`src/ptrot_pkg.sv`:
```
// ----------------------------------------------------------------------------
// ptrot_pkg
// shared types, widths and the sine table generator of the rotate/project
// pipeline
// ----------------------------------------------------------------------------
`timescale 1ns / 1ps

package ptrot_pkg;

    localparam int DEF_SINE_TABLE_ENTRIES = 1024;
    localparam logic [63:0] PI_HALF_Q30 = 64'd1686629713;
    localparam logic [15:0] ONE_Q14 = 16'd16384;

    // register indexes
    localparam logic [7:0] REG_EYE_DISTANCE = 8'd0;
    localparam logic [7:0] REG_PIXEL_SCALE  = 8'd1;
    localparam logic [7:0] REG_OFFSET_X     = 8'd2;
    localparam logic [7:0] REG_OFFSET_Y     = 8'd3;

    localparam logic [14:0] RST_EYE_DISTANCE = 15'd8192;
    localparam logic [11:0] RST_PIXEL_SCALE  = 12'd200;
    localparam logic [11:0] RST_OFFSET_X     = 12'd320;
    localparam logic [11:0] RST_OFFSET_Y     = 12'd240;

    // internal widths
    localparam int CW  = 18;    // rotated coordinate, signed
    localparam int DNW = 19;    // denominator, signed
    localparam int DW  = 19;    // divisor 2*den, unsigned
    localparam int NW  = 32;    // dividend 2*|num|+den, unsigned
    localparam int QW  = 17;    // quotient bits before saturation
    localparam int DIV_TAG_W = 2;

    // start accepted to done strobe, in cycles
    localparam int PIPE_LATENCY = 11 + QW;

    typedef struct packed {
        logic signed [15:0] vertex_x;
        logic signed [15:0] vertex_y;
        logic signed [15:0] vertex_z;
        logic        [15:0] angle_phase;
    } vertex_t;

    typedef struct packed {
        logic signed [15:0] screen_x;
        logic signed [15:0] screen_y;
        logic               behind_viewer;
    } pixel_t;

    // taylor series of sin through x^17, unsigned q30, result rounded to q14
    function automatic logic [15:0] sine_taylor(input logic [63:0] x);
        logic [63:0] x2;
        logic [63:0] term;
        logic [63:0] pos;
        logic [63:0] neg;
        logic [63:0] q;
        x2   = (x * x) >> 30;
        term = x;
        pos  = x;
        neg  = '0;
        for (int i = 0; i < 8; i++)
        begin
            term = ((term * x2) >> 30) / 64'((2 * i + 2) * (2 * i + 3));
            if (i % 2 == 1)
                pos = pos + term;
            else
                neg = neg + term;
        end
        q = ((pos - neg) + 64'd32768) >> 16;
        if (q > 64'(ONE_Q14))
            q = 64'(ONE_Q14);
        return q[15:0];
    endfunction

endpackage

```
`src/ptrot_div.sv`:
```
// ----------------------------------------------------------------------------
// ptrot_div
// pipelined restoring divider, one quotient bit per stage, with a tag
// ----------------------------------------------------------------------------
`timescale 1ns / 1ps

module ptrot_div
    import ptrot_pkg::*;
(
    input  logic                 clk,
    input  logic [NW-1:0]        dividend,
    input  logic [DW-1:0]        divisor,
    input  logic [DIV_TAG_W-1:0] tag_in,
    output logic [QW-1:0]        quot,
    output logic [DIV_TAG_W-1:0] tag_out
);

    // dividend is known to be below divisor * 2^QW
    logic [DW-1:0]        rem_reg  [QW+1];
    logic [QW-1:0]        low_reg  [QW+1];
    logic [QW-1:0]        quot_reg [QW+1];
    logic [DW-1:0]        dsr_reg  [QW+1];
    logic [DIV_TAG_W-1:0] tag_reg  [QW+1];

    assign rem_reg[0]  = DW'(dividend[NW-1:QW]);
    assign low_reg[0]  = dividend[QW-1:0];
    assign quot_reg[0] = '0;
    assign dsr_reg[0]  = divisor;
    assign tag_reg[0]  = tag_in;

    for (genvar s = 0; s < QW; s++)
    begin : g_stage
        logic [DW:0]   trial;
        logic          take;
        logic [DW-1:0] rem_next;

        assign trial    = {rem_reg[s], low_reg[s][QW-1]};
        assign take     = trial >= {1'b0, dsr_reg[s]};
        assign rem_next = take ? DW'(trial - {1'b0, dsr_reg[s]}) : trial[DW-1:0];

        always_ff @(posedge clk)
        begin
            rem_reg[s+1]  <= rem_next;
            low_reg[s+1]  <= {low_reg[s][QW-2:0], 1'b0};
            quot_reg[s+1] <= {quot_reg[s][QW-2:0], take};
            dsr_reg[s+1]  <= dsr_reg[s];
            tag_reg[s+1]  <= tag_reg[s];
        end
    end

    assign quot    = quot_reg[QW];
    assign tag_out = tag_reg[QW];

endmodule

```
`config.mk`:
```
export PLATFORM = sky130hd
export DESIGN_NAME = ptrot_div
export DESIGN_NICKNAME = d
export VERILOG_FILES = /design/src/ptrot_pkg.sv /design/src/ptrot_div.sv
export SDC_FILE = /design/constraint.sdc
export NUM_CORES = 1
export LEC_CHECK = 0
export BUFFER_PORTS_ARGS = -buffer_cell sky130_fd_sc_hd__buf_2
export CAP_MARGIN = 0
export CORE_MARGIN = 3
export CORE_UTILIZATION = 60
export DETAILED_ROUTE_END_ITERATION = 7
export PLACE_DENSITY = 0.82
export SLEW_MARGIN = 20
export SYNTH_ARGS = -nofsm -noshare
export SYNTH_HDL_FRONTEND = slang
export SYNTH_SLANG_ARGS = --single-unit
```
`constraint.sdc`:
```
create_clock -name clk -period 4.8 [get_ports clk]
set_input_delay 0.96 -clock clk [delete_from_list [all_inputs] [get_ports clk]]
set_output_delay 0.96 -clock clk [all_outputs]
set_load 0.01 [all_outputs]
```
==> impl_metrics.py, run 1 <==
metrics = {
    "cells_and_area": {
        "fillCellCount": 4556,
        "drive_gt1_share_pct": 11.2,
        "diodes": 0,
        "largest_register_ffs": 320,
        "layout-area-overhead-vs-synth_pct": 11.6,
        "layout_commonest_cell": "dfxtp_1",
        "instances_no_fill": 4670,
        "final_cell_mix": "dfxtp_1 (931), inv_1 (395), ha_1 (320)",
        "fin_area_um2": 41700,
        "fin_nets": 4156,
    },
    "critical_path": {
        "cpPeakStageDelay_ns": 0.73,
        "crit_type": "reg2reg",
        "crit_buf_inv": 1,
        "cp_top_family": "compound AO/OA/AOI/OAI gates",
        "path_cells": "inv_1, ha_1, fa_1, nor2b_1, o21ai_0, a21boi_0, o21a_1, nand2b_1, a31o_2, a21oi_1, a211o_1, mux2_2",
        "slowest_stage": "a211o_1",
        "path_max_fanout": 20,
        "crit_required_ns": 5.31,
        "start_kind": "flop",
        "end_kind": "flop",
        "cp.arrival_ns": 4.26,
    },
    "clock_tree": {
        "cts_resized": 0,
        "numCtsBuffers": 91,
        "cts.htree.levels": 3,
        "clock_sink_count": 931,
        "post_cts_buffers": 0,
        "worstSkewPairLatency_ns": 0.63,
        "root_buffer": "clkbuf_16",
        "cts_hold_buf": 0,
        "clk_pin_slew_worst_paths_ns": 0.06,
        "clk_path_buf_depth": 3,
        "cts_tree": "done",
    },
    "routing": {
        "routed_wl_um": 68300,
        "drt_iter0_drc": 1530,
        "viasPerCell": 5.36,
        "wire_per_inst_um": 14.6,
        "vias": 25040,
        "ant_nets": 0,
        "firstDrtPassIters": 6,
        "drc": 0,
    },
    "placed_design": {
        "portBuffers": 72,
        "dp.cells": 4501,
        "placed_cell_area_um2": 38500,
        "gp_congestion": 0.936,
        "place_hpwl_um": 50200,
    },
    "synthesis": {
        "synth_compound_area_share_pct": 13.5,
        "yosys-top-cells-area": "dfxtp_1 (50%), ha_1 (11%), inv_1 (4.0%)",
        "ys.flop_type": "dfxtp_1",
        "synth_area_leader_cell": "dfxtp_1",
        "synth_xor_area_share_pct": 5.41,
        "synth-async-reset-ratio_pct": 0,
        "synth-simple-area-share_pct": 9.23,
        "synth_mux_area_share_pct": 5.35,
        "ys_seq_area_share_pct": 49.9,
        "synth_top_cell_area_share_pct": 49.9,
        "avgSynthCellArea_um2": 10.2,
        "netlist_area_um2": 37400,
        "yosys.cell_types.count": 85,
        "mappedNetlistNets": 4043,
        "synth_adder_area_share_pct": 11.6,
        "synth_edf_count": 0,
        "yosysWarningCount": 0,
        "synth_top_family_by_area": "compound AO/OA/AOI/OAI gates",
        "synth_seq_cells": 931,
        "synth_cells": 3653,
    },
    "power": {
        "ir_drop_mv": 0.339,
        "power.density_nw_per_um2": 733,
        "p_leak_nw": 19.3,
        "totalPowerFinal_mw": 30.5,
    },
    "global_routing": {
        "grt_max_degree": 36,
        "grt_pass1_wl_um": 113000,
        "grtUsageTotal_pct": 20.5,
        "grt_pass1_vias": 24685,
        "antenna_found_initial": 0,
        "grt_overflow": 0,
    },
    "sta": {
        "hold_slack_ns": 0.310,
        "finalCritPeriodShare_pct": 78.0,
        "relSlewSlack_pct": 30.0,
        "setup_viol": 0,
        "worst_pin_slew_ns": 1.05,
        "period_needed_ns": 3.74,
        "drv_slew": 0,
        "hold_viol": 0,
        "fin_skew_ns": 0.0184,
        "max_freq_mhz": 267,
        "rsz0062_at_grt": "no",
        "fin_tns_setup_ns": 0,
    },
    "worst_hold_path": {
        "hold_class": "reg2reg",
    },
    "outcome": {
        "status": "finished clean",
    },
    "floorplanning": {
        "die_height_um": 256,
        "pin_count": 73,
        "rows": 90,
        "dieArea_um2": 65300,
        "die_w_um": 256,
        "initial_utilization_pct": 61.2,
        "coreArea_um2": 61000,
    },
    "job": {
        "maxCapViolCount": 0,
    },
}
[stage by stage]
| step | util, % | worst slack, ns |
|---|---|---|
| final | 68.3 | 1.06 |
| after CTS | 68.3 | 1.09 |
| after global routing | 68.3 | 0.870 |
| after global placement | 63.2 | 0.640 |
| after floorplan | - | 1.35 |
| after detailed placement | 63.2 | 0.543 |
[where the power goes]
| part | internal (mW) | leakage [nW] | switching, mW |
|---|---|---|---|
| clock | 4.37 | 1.54 | 2.88 |
| sequential | 9.82 | 7.84 | 0.930 |
| combinational | 5.94 | 9.96 | 6.60 |
[worst reg2reg max path: cells and delay by family, from the launching register on]
| family | cells | cell delay, ns |
|---|---|---|
| compound gates | 6 | 1.93 |
| fa+ha+maj | 2 | 0.66 |
| buf+inv | 1 | 0.05 |
| flops | 1 | 0.31 |
| mux | 1 | 0.44 |
| simple gates | 2 | 0.24 |
[cells by family (layout without fill, tap and decap cells)]
kind of cell               Yosys count  in the layout
AOI/OAI and AO/OA                  794            794
xor gates and xnor gates           231            231
adders and majority gates          336            336
buffers and inverters              465            654
DFF                                931            931
muxes                              174            174
and+or+nand+nor                    722            722
[final timing paths]
| kind | from | end | slack (ns) | cells after the start |
|---|---|---|---|---|
| setup reg to reg | g_stage[1].trial[0] | g_stage[2].trial[3] | 1.06 | 12 |
| setup / recovery | g_stage[1].trial[0] | g_stage[2].trial[3] | 1.06 | 12 |
| hold reg to reg | quot_reg[205] | quot_reg[189] | 0.31 | 0 |
| hold / removal | quot_reg[205] | quot_reg[189] | 0.31 | 0 |
[area by class of cell]
cell class / count / area, um^2 / share of cell area [%]
clock inverter: 38 / 465 / 1.12
timing repair buffer: 90 / 495 / 1.19
multi-input combinational: 2257 / 16900 / 40.5
inverter: 395 / 1480 / 3.56
tap: 828 / 1040 / 2.49
sequential: 931 / 18600 / 44.7
clock buffer: 131 / 2670 / 6.41
[Yosys cell counts, types with 39 or more instances]
master,n
dfxtp_1,931
inv_1,395
ha_1,320
a21oi_1,243
nor2_1,222
nand2_1,193
o21ai_0,192
xnor2_1,140
mux2_2,128
a21o_1,96
xor2_1,91
nor3_1,53
nor2b_1,48
o21a_1,44
nand4_1,43
nand2b_1,39
[layer usage]
layer | global-route usage (%) | part of all wire [%]
met2 | 37.4 | 51
met5 | 0 | 0
met3 | 3.03 | 4.0
met1 | 23.7 | 42
met4 | 9.27 | 3.7
Note: power is estimated with default switching activity, not from simulation.
==> inputs of run 2 (changes only) <==
==> constraint.sdc (replaced) <==
create_clock -name clk -period 3.7 [get_ports clk]
set_input_delay 0.74 -clock clk [delete_from_list [all_inputs] [get_ports clk]]
set_output_delay 0.74 -clock clk [all_outputs]
set_load 0.01 [all_outputs]
==> run 2 against run 1 <==
Net effect: sequential power up 30%; clock skew up 0.013 ns; routed wire length up 1.0%; register-to-register slack worse by 0.75 ns; final cell count up 0.15%; power up 31%; clock power up 31%; critical path depth unchanged; non-clock buffer count up 9; maximum frequency up 10%; hold slack worse by 0.10 ns; critical endpoint is now g_stage[15].trial[4]; largest cell class unchanged; largest power group unchanged; highest routed layer unchanged.
==> impl_metrics.py, run 2 (synthesized netlist as in run 1, its figures left out) <==
metrics = {
    "clock_tree": {
        "numCtsBuffers": 92,
        "cts_tree": "done",
        "clock_sink_count": 931,
        "clk_path_buf_depth": 3,
        "clk_pin_slew_worst_paths_ns": 0.06,
        "cts.htree.levels": 3,
        "post_cts_buffers": 0,
        "root_buffer": "clkbuf_16",
        "worstSkewPairLatency_ns": 0.63,
    },
    "routing": {
        "m1WireLength_um": 28500,
        "drt_iter0_drc": 1514,
        "wl_met2_um": 35000,
        "wire_per_inst_um": 14.7,
        "routed_wl_um": 69000,
        "ant_nets": 0,
        "routed.top_layer": "met4",
        "viasPerCell": 5.38,
        "wl_met3_um": 2490,
        "drc": 0,
        "firstDrtPassIters": 6,
        "vias": 25141,
    },
    "global_routing": {
        "grt_pass1_vias": 25140,
        "grtUsageTotal_pct": 20.8,
        "grt_max_degree": 39,
        "grt_overflow": 0,
        "grt_pass1_wl_um": 115000,
        "antenna_found_initial": 0,
    },
    "floorplanning": {
        "pin_count": 73,
        "initial_utilization_pct": 61.2,
        "dieArea_um2": 65300,
        "rows": 90,
        "die_w_um": 256,
        "die_height_um": 256,
        "coreArea_um2": 61000,
    },
    "cells_and_area": {
        "drive_gt1_share_pct": 11.5,
        "layout_commonest_cell": "dfxtp_1",
        "layout-area-overhead-vs-synth_pct": 12.1,
        "diodes": 0,
        "fin_nets": 4166,
        "largest_register_ffs": 320,
        "final_cell_mix": "dfxtp_1 (931), inv_1 (395), ha_1 (320)",
    },
    "critical_path": {
        "cpPeakStageDelay_ns": 0.47,
        "path_cells": "inv_1, ha_1, fa_1, nor2b_1, o211ai_1, a31oi_1, o21ai_0, o21ai_0, nor2_1, o31a_1, buf_12, mux2_2",
        "crit_top_cell": "o21ai_0",
        "slowest_stage": "o21ai_0",
        "end_kind": "flop",
        "start_kind": "flop",
        "path_max_fanout": 38,
        "crit_required_ns": 4.21,
        "crit_type": "reg2reg",
        "cp.arrival_ns": 3.91,
    },
    "power": {
        "ir_drop_mv": 0.414,
        "power.density_nw_per_um2": 956,
        "p_leak_nw": 19.4,
        "totalPowerFinal_mw": 40.0,
    },
    "sta": {
        "setup_viol": 0,
        "rsz0062_at_grt": "no",
        "period_needed_ns": 3.40,
        "fin_tns_setup_ns": 0,
        "fin_skew_ns": 0.0310,
        "max_freq_mhz": 294,
        "finalCritPeriodShare_pct": 91.8,
        "relSlewSlack_pct": 50.5,
        "worst_pin_slew_ns": 0.734,
        "hold_viol": 0,
        "drv_slew": 0,
    },
    "worst_hold_path": {
        "hold_class": "in2reg",
    },
    "placed_design": {
        "portBuffers": 72,
        "gp_congestion": 0.939,
        "place_hpwl_um": 50500,
    },
    "job": {
        "maxCapViolCount": 0,
    },
    "outcome": {
        "status": "finished clean",
    },
}
-- run 2: path summary, 6_finish.rpt --
path,endpoint,cells after the start,slack (ns),start
worst max-delay path,g_stage[15].trial[4],12,0.30,g_stage[14].trial[0]
worst max register to register,g_stage[15].trial[4],12,0.30,g_stage[14].trial[0]
worst min-delay path,low_reg[287],1,0.21,dividend[14]
worst min register to register,tag_out[1],0,0.31,tag_reg[3]
-- run 2: critical path, delay by kind of cell (launching register included) --
| kind | cells | cell delay, ns |
|---|---|---|
| adders and majority gates | 2 | 0.61 |
| DFF | 1 | 0.34 |
| AOI/OAI and AO/OA | 5 | 1.56 |
| and+or+nand+nor | 2 | 0.27 |
| muxes | 1 | 0.27 |
| buffers and inverters | 2 | 0.22 |
-- run 2: power by group --
part | internal (mW) | switching [mW]
combinational | 7.86 | 8.67
sequential | 12.7 | 1.22
clock | 5.76 | 3.76
-- run 2: final cells by class --
cell class                      count  area (um^2)
Fill cell                        4467        19200
Sequential cell                   931        18600
Multi-Input combinational cell   2257        16900
Clock buffer                      129         2670
Inverter                          395         1480
Tap cell                          828         1040
Timing Repair Buffer               99          651
Clock inverter                     38          502
-- run 2: metal layers --
layer  up-vias  global-route usage [%]
met5         -                       0
met2       457                    38.5
li1      12767                       -
met3       182                    3.39
met1     11735                    23.2
met4         0                    10.1
-- run 2: stage by stage --
| step | utilization [%] | cells | setup slack, ns | hold slack [ns] | cell area, um^2 |
|---|---|---|---|---|---|
| finish | 68.6 | 4677 | 0.302 | 0.207 | 41900 |
| global route | 68.6 | 4677 | 0.108 | 0.180 | 41900 |
| floorplan | - | 3653 | 0.469 | 0.310 | 37400 |
| detailed placement | 63.4 | 4510 | 0.0344 | 0.312 | 38700 |
| global placement | 63.4 | 4510 | 0.0718 | 0.310 | 38700 |
| CTS | 68.6 | 4677 | 0.240 | 0.170 | 41900 |
-- run 2: what timing repair did --
action | in CTS | in global routing
gates resized for setup | 0 | 1
hold buffers | 0 | 0
setup endpoints to repair | 0 | 3
==> inputs of run 3 (changes only) <==
--- a/config.mk
+++ b/config.mk
@@ -5,6 +5,7 @@
 export SDC_FILE = /design/constraint.sdc
 export NUM_CORES = 1
 export LEC_CHECK = 0
+export ABC_AREA = 1
 export BUFFER_PORTS_ARGS = -buffer_cell sky130_fd_sc_hd__buf_2
 export CAP_MARGIN = 0
 export CORE_MARGIN = 3
==> run 3 against run 2 <==
Net effect: die area grew 15%; clock power is 2% lower; register-to-register slack better by 0.73 ns; clock skew is 0.010 ns lower; cell area is 13% higher; sequential power rose by 3%; sequential cell count is the same; maximum frequency grew 28%; routed wire length increased by 49%; via count rose by 41%; combinational power rose by 15%; critical path type unchanged; critical endpoint is now g_stage[4].trial[19]; largest cell class is now multi-input gates.
==> impl_metrics.py, run 3 <==
metrics = {
    "routing": {
        "routed_wl_um": 103000,
        "drc": 0,
        "drt_iter0_drc": 2701,
        "firstDrtPassIters": 5,
        "vias": 35372,
        "ant_nets": 0,
        "wire_per_inst_um": 14.8,
        "viasPerCell": 5.07,
    },
    "clock_tree": {
        "root_buffer": "clkbuf_16",
        "cts_tree": "done",
        "cts_resized": 0,
        "worstSkewPairLatency_ns": 0.65,
        "post_cts_buffers": 0,
        "numCtsBuffers": 92,
        "clk_pin_slew_worst_paths_ns": 0.06,
        "clock_sink_count": 931,
        "clk_path_buf_depth": 3,
        "cts_hold_buf": 0,
        "cts.htree.levels": 3,
    },
    "synthesis": {
        "synth_area_leader_cell": "dfxtp_1",
        "yosys-top-cells-area": "dfxtp_1 (43%), nand2_1 (18%), ha_1 (9.3%)",
        "synth_most_common_cell": "nand2_1",
        "yosysWarningCount": 0,
        "synth_top_cell_area_share_pct": 43.2,
        "avgSynthCellArea_um2": 7.36,
        "synth_seq_cells": 931,
        "synth_edf_count": 0,
        "synth-async-reset-ratio_pct": 0,
        "yosys.cell_types.count": 39,
        "mappedNetlistNets": 6252,
        "synth_common_cells": "nand2_1 (2073), dfxtp_1 (931), inv_1 (928), nor2_1 (383), nand3_1 (333)",
        "ys.flop_type": "dfxtp_1",
        "ys_seq_area_share_pct": 43.2,
        "synth_cells": 5862,
        "netlist_area_um2": 43200,
    },
    "placed_design": {
        "placed_cell_area_um2": 44000,
        "place_hpwl_um": 80300,
        "gp_congestion": 0.969,
        "portBuffers": 72,
    },
    "worst_hold_path": {
        "hold_class": "in2reg",
        "worstHoldPathCells": 1,
    },
    "critical_path": {
        "r2r_setup_slack_ns": 1.04,
        "crit_buf_inv": 2,
        "cpPeakStageDelay_ns": 0.45,
        "path_cells": "ha_1, fa_1, inv_1, nand3_1, nand3_1, nand3_1, nand3_1, nand2_1, nand2_2, inv_4, nand2_1, nand2_1",
        "reg2reg_depth": 12,
        "path_max_fanout": 23,
        "cp.arrival_ns": 3.18,
        "slowest_stage": "fa_1",
        "crit_type": "reg2reg",
        "cp_top_family": "simple AND/OR/NAND/NOR gates",
        "path_depth": 12,
        "crit_required_ns": 4.22,
        "start_kind": "flop",
        "crit_top_cell": "nand3_1",
        "end_kind": "flop",
    },
    "sta": {
        "hold_viol": 0,
        "drv_slew": 0,
        "fin_tns_setup_ns": 0,
        "finalCritPeriodShare_pct": 72.0,
        "rsz0062_at_grt": "no",
        "fin_skew_ns": 0.0210,
        "relSlewSlack_pct": 65.4,
        "worst_pin_slew_ns": 0.517,
        "setup_viol": 0,
        "period_needed_ns": 2.66,
        "hold_slack_ns": 0.184,
        "max_freq_mhz": 375,
    },
    "cells_and_area": {
        "drive_gt1_share_pct": 5.69,
        "largest_register_ffs": 320,
        "fin_area_um2": 47100,
        "fin_nets": 6350,
        "layout-area-overhead-vs-synth_pct": 9.16,
        "layout_commonest_cell": "nand2_1",
        "finalCoreUtilization_pct": 66.7,
        "final_cell_mix": "nand2_1 (2073), dfxtp_1 (931), inv_1 (928)",
    },
    "power": {
        "ir_drop_mv": 0.543,
        "power.density_nw_per_um2": 906,
        "p_leak_nw": 25.4,
    },
    "global_routing": {
        "grt_pass1_wl_um": 167000,
        "grt_max_degree": 24,
        "grt_overflow": 0,
        "grt_pass1_vias": 33772,
        "grtUsageTotal_pct": 27.4,
        "antenna_found_initial": 2,
    },
    "outcome": {
        "status": "finished clean",
    },
    "floorplanning": {
        "rows": 97,
        "pin_count": 73,
        "initial_utilization_pct": 61.1,
        "die_height_um": 274,
        "dieArea_um2": 75200,
        "die_w_um": 274,
        "coreArea_um2": 70600,
    },
    "job": {
        "maxCapViolCount": 0,
    },
}
## run 3: cell types whose count changed in the layout (fill, tap and decap cells not counted), sizes merged, moves of 95 or more
cell,delta
mux2,-153
nor2,+201
xnor2,-95
inv,+555
nand2,+1923
a21o,-95
nand3,+307
## run 3: cell type report
class / count / area (um^2)
flip-flops and latches: 931 / 18600
diodes: 1 / 2.50
inverters: 951 / 3610
multi-input cells: 3912 / 20300
clock buffers: 123 / 2580
repair buffers: 72 / 360
well taps: 940 / 1180
fillers: 6116 / 23500
clock inverters: 43 / 487
## run 3: path summary, 6_finish.rpt
path                          end         start
max          g_stage[4].trial[19]  dsr_reg[266]
min                  low_reg[276]   dividend[3]
min reg2reg           tag_reg[19]   tag_reg[21]
max reg2reg  g_stage[4].trial[19]  dsr_reg[266]
## run 3: metrics by stage
| step | power, mW | cells | worst slack (ns) |
|---|---|---|---|
| 2_1_floorplan | 29.1 | 5862 | 1.55 |
| 3_3_place_gp | 32.7 | 6806 | 1.01 |
| 3_5_place_dp | 33.1 | 6806 | 0.949 |
| 4_1_cts | 42.7 | 6972 | 1.08 |
| 5_1_grt | 46.2 | 6972 | 0.891 |
| 6_report | 42.7 | 6973 | 1.04 |
## run 3: metal layers
layer,up-vias,wire [um],track usage (%)
met5,-,9,0
met4,2,4750,12.1
met3,302,5540,3.54
met2,1074,49800,48.6
met1,15766,42900,33.1
li1,18228,-,-
## run 3: cell families after synthesis
family / count (synthesis) / share of synthesized area [%]
AND/OR/NAND/NOR: 3090 / 29.7
buffers and inverters: 1019 / 9.86
AO/OA/AOI/OAI: 329 / 4.00
flip-flops: 931 / 43.2
adder cells (fa/ha/maj): 336 / 10.0
XOR/XNOR: 157 / 3.19
## run 3: power by group
| part | switching [mW] | total (mW) | internal, mW |
|---|---|---|---|
| clock | 3.93 | 9.36 | 5.42 |
| sequential | 1.66 | 14.4 | 12.7 |
| combinational | 12.3 | 18.9 | 6.61 |
| total | 17.9 | 42.7 | 24.8 |
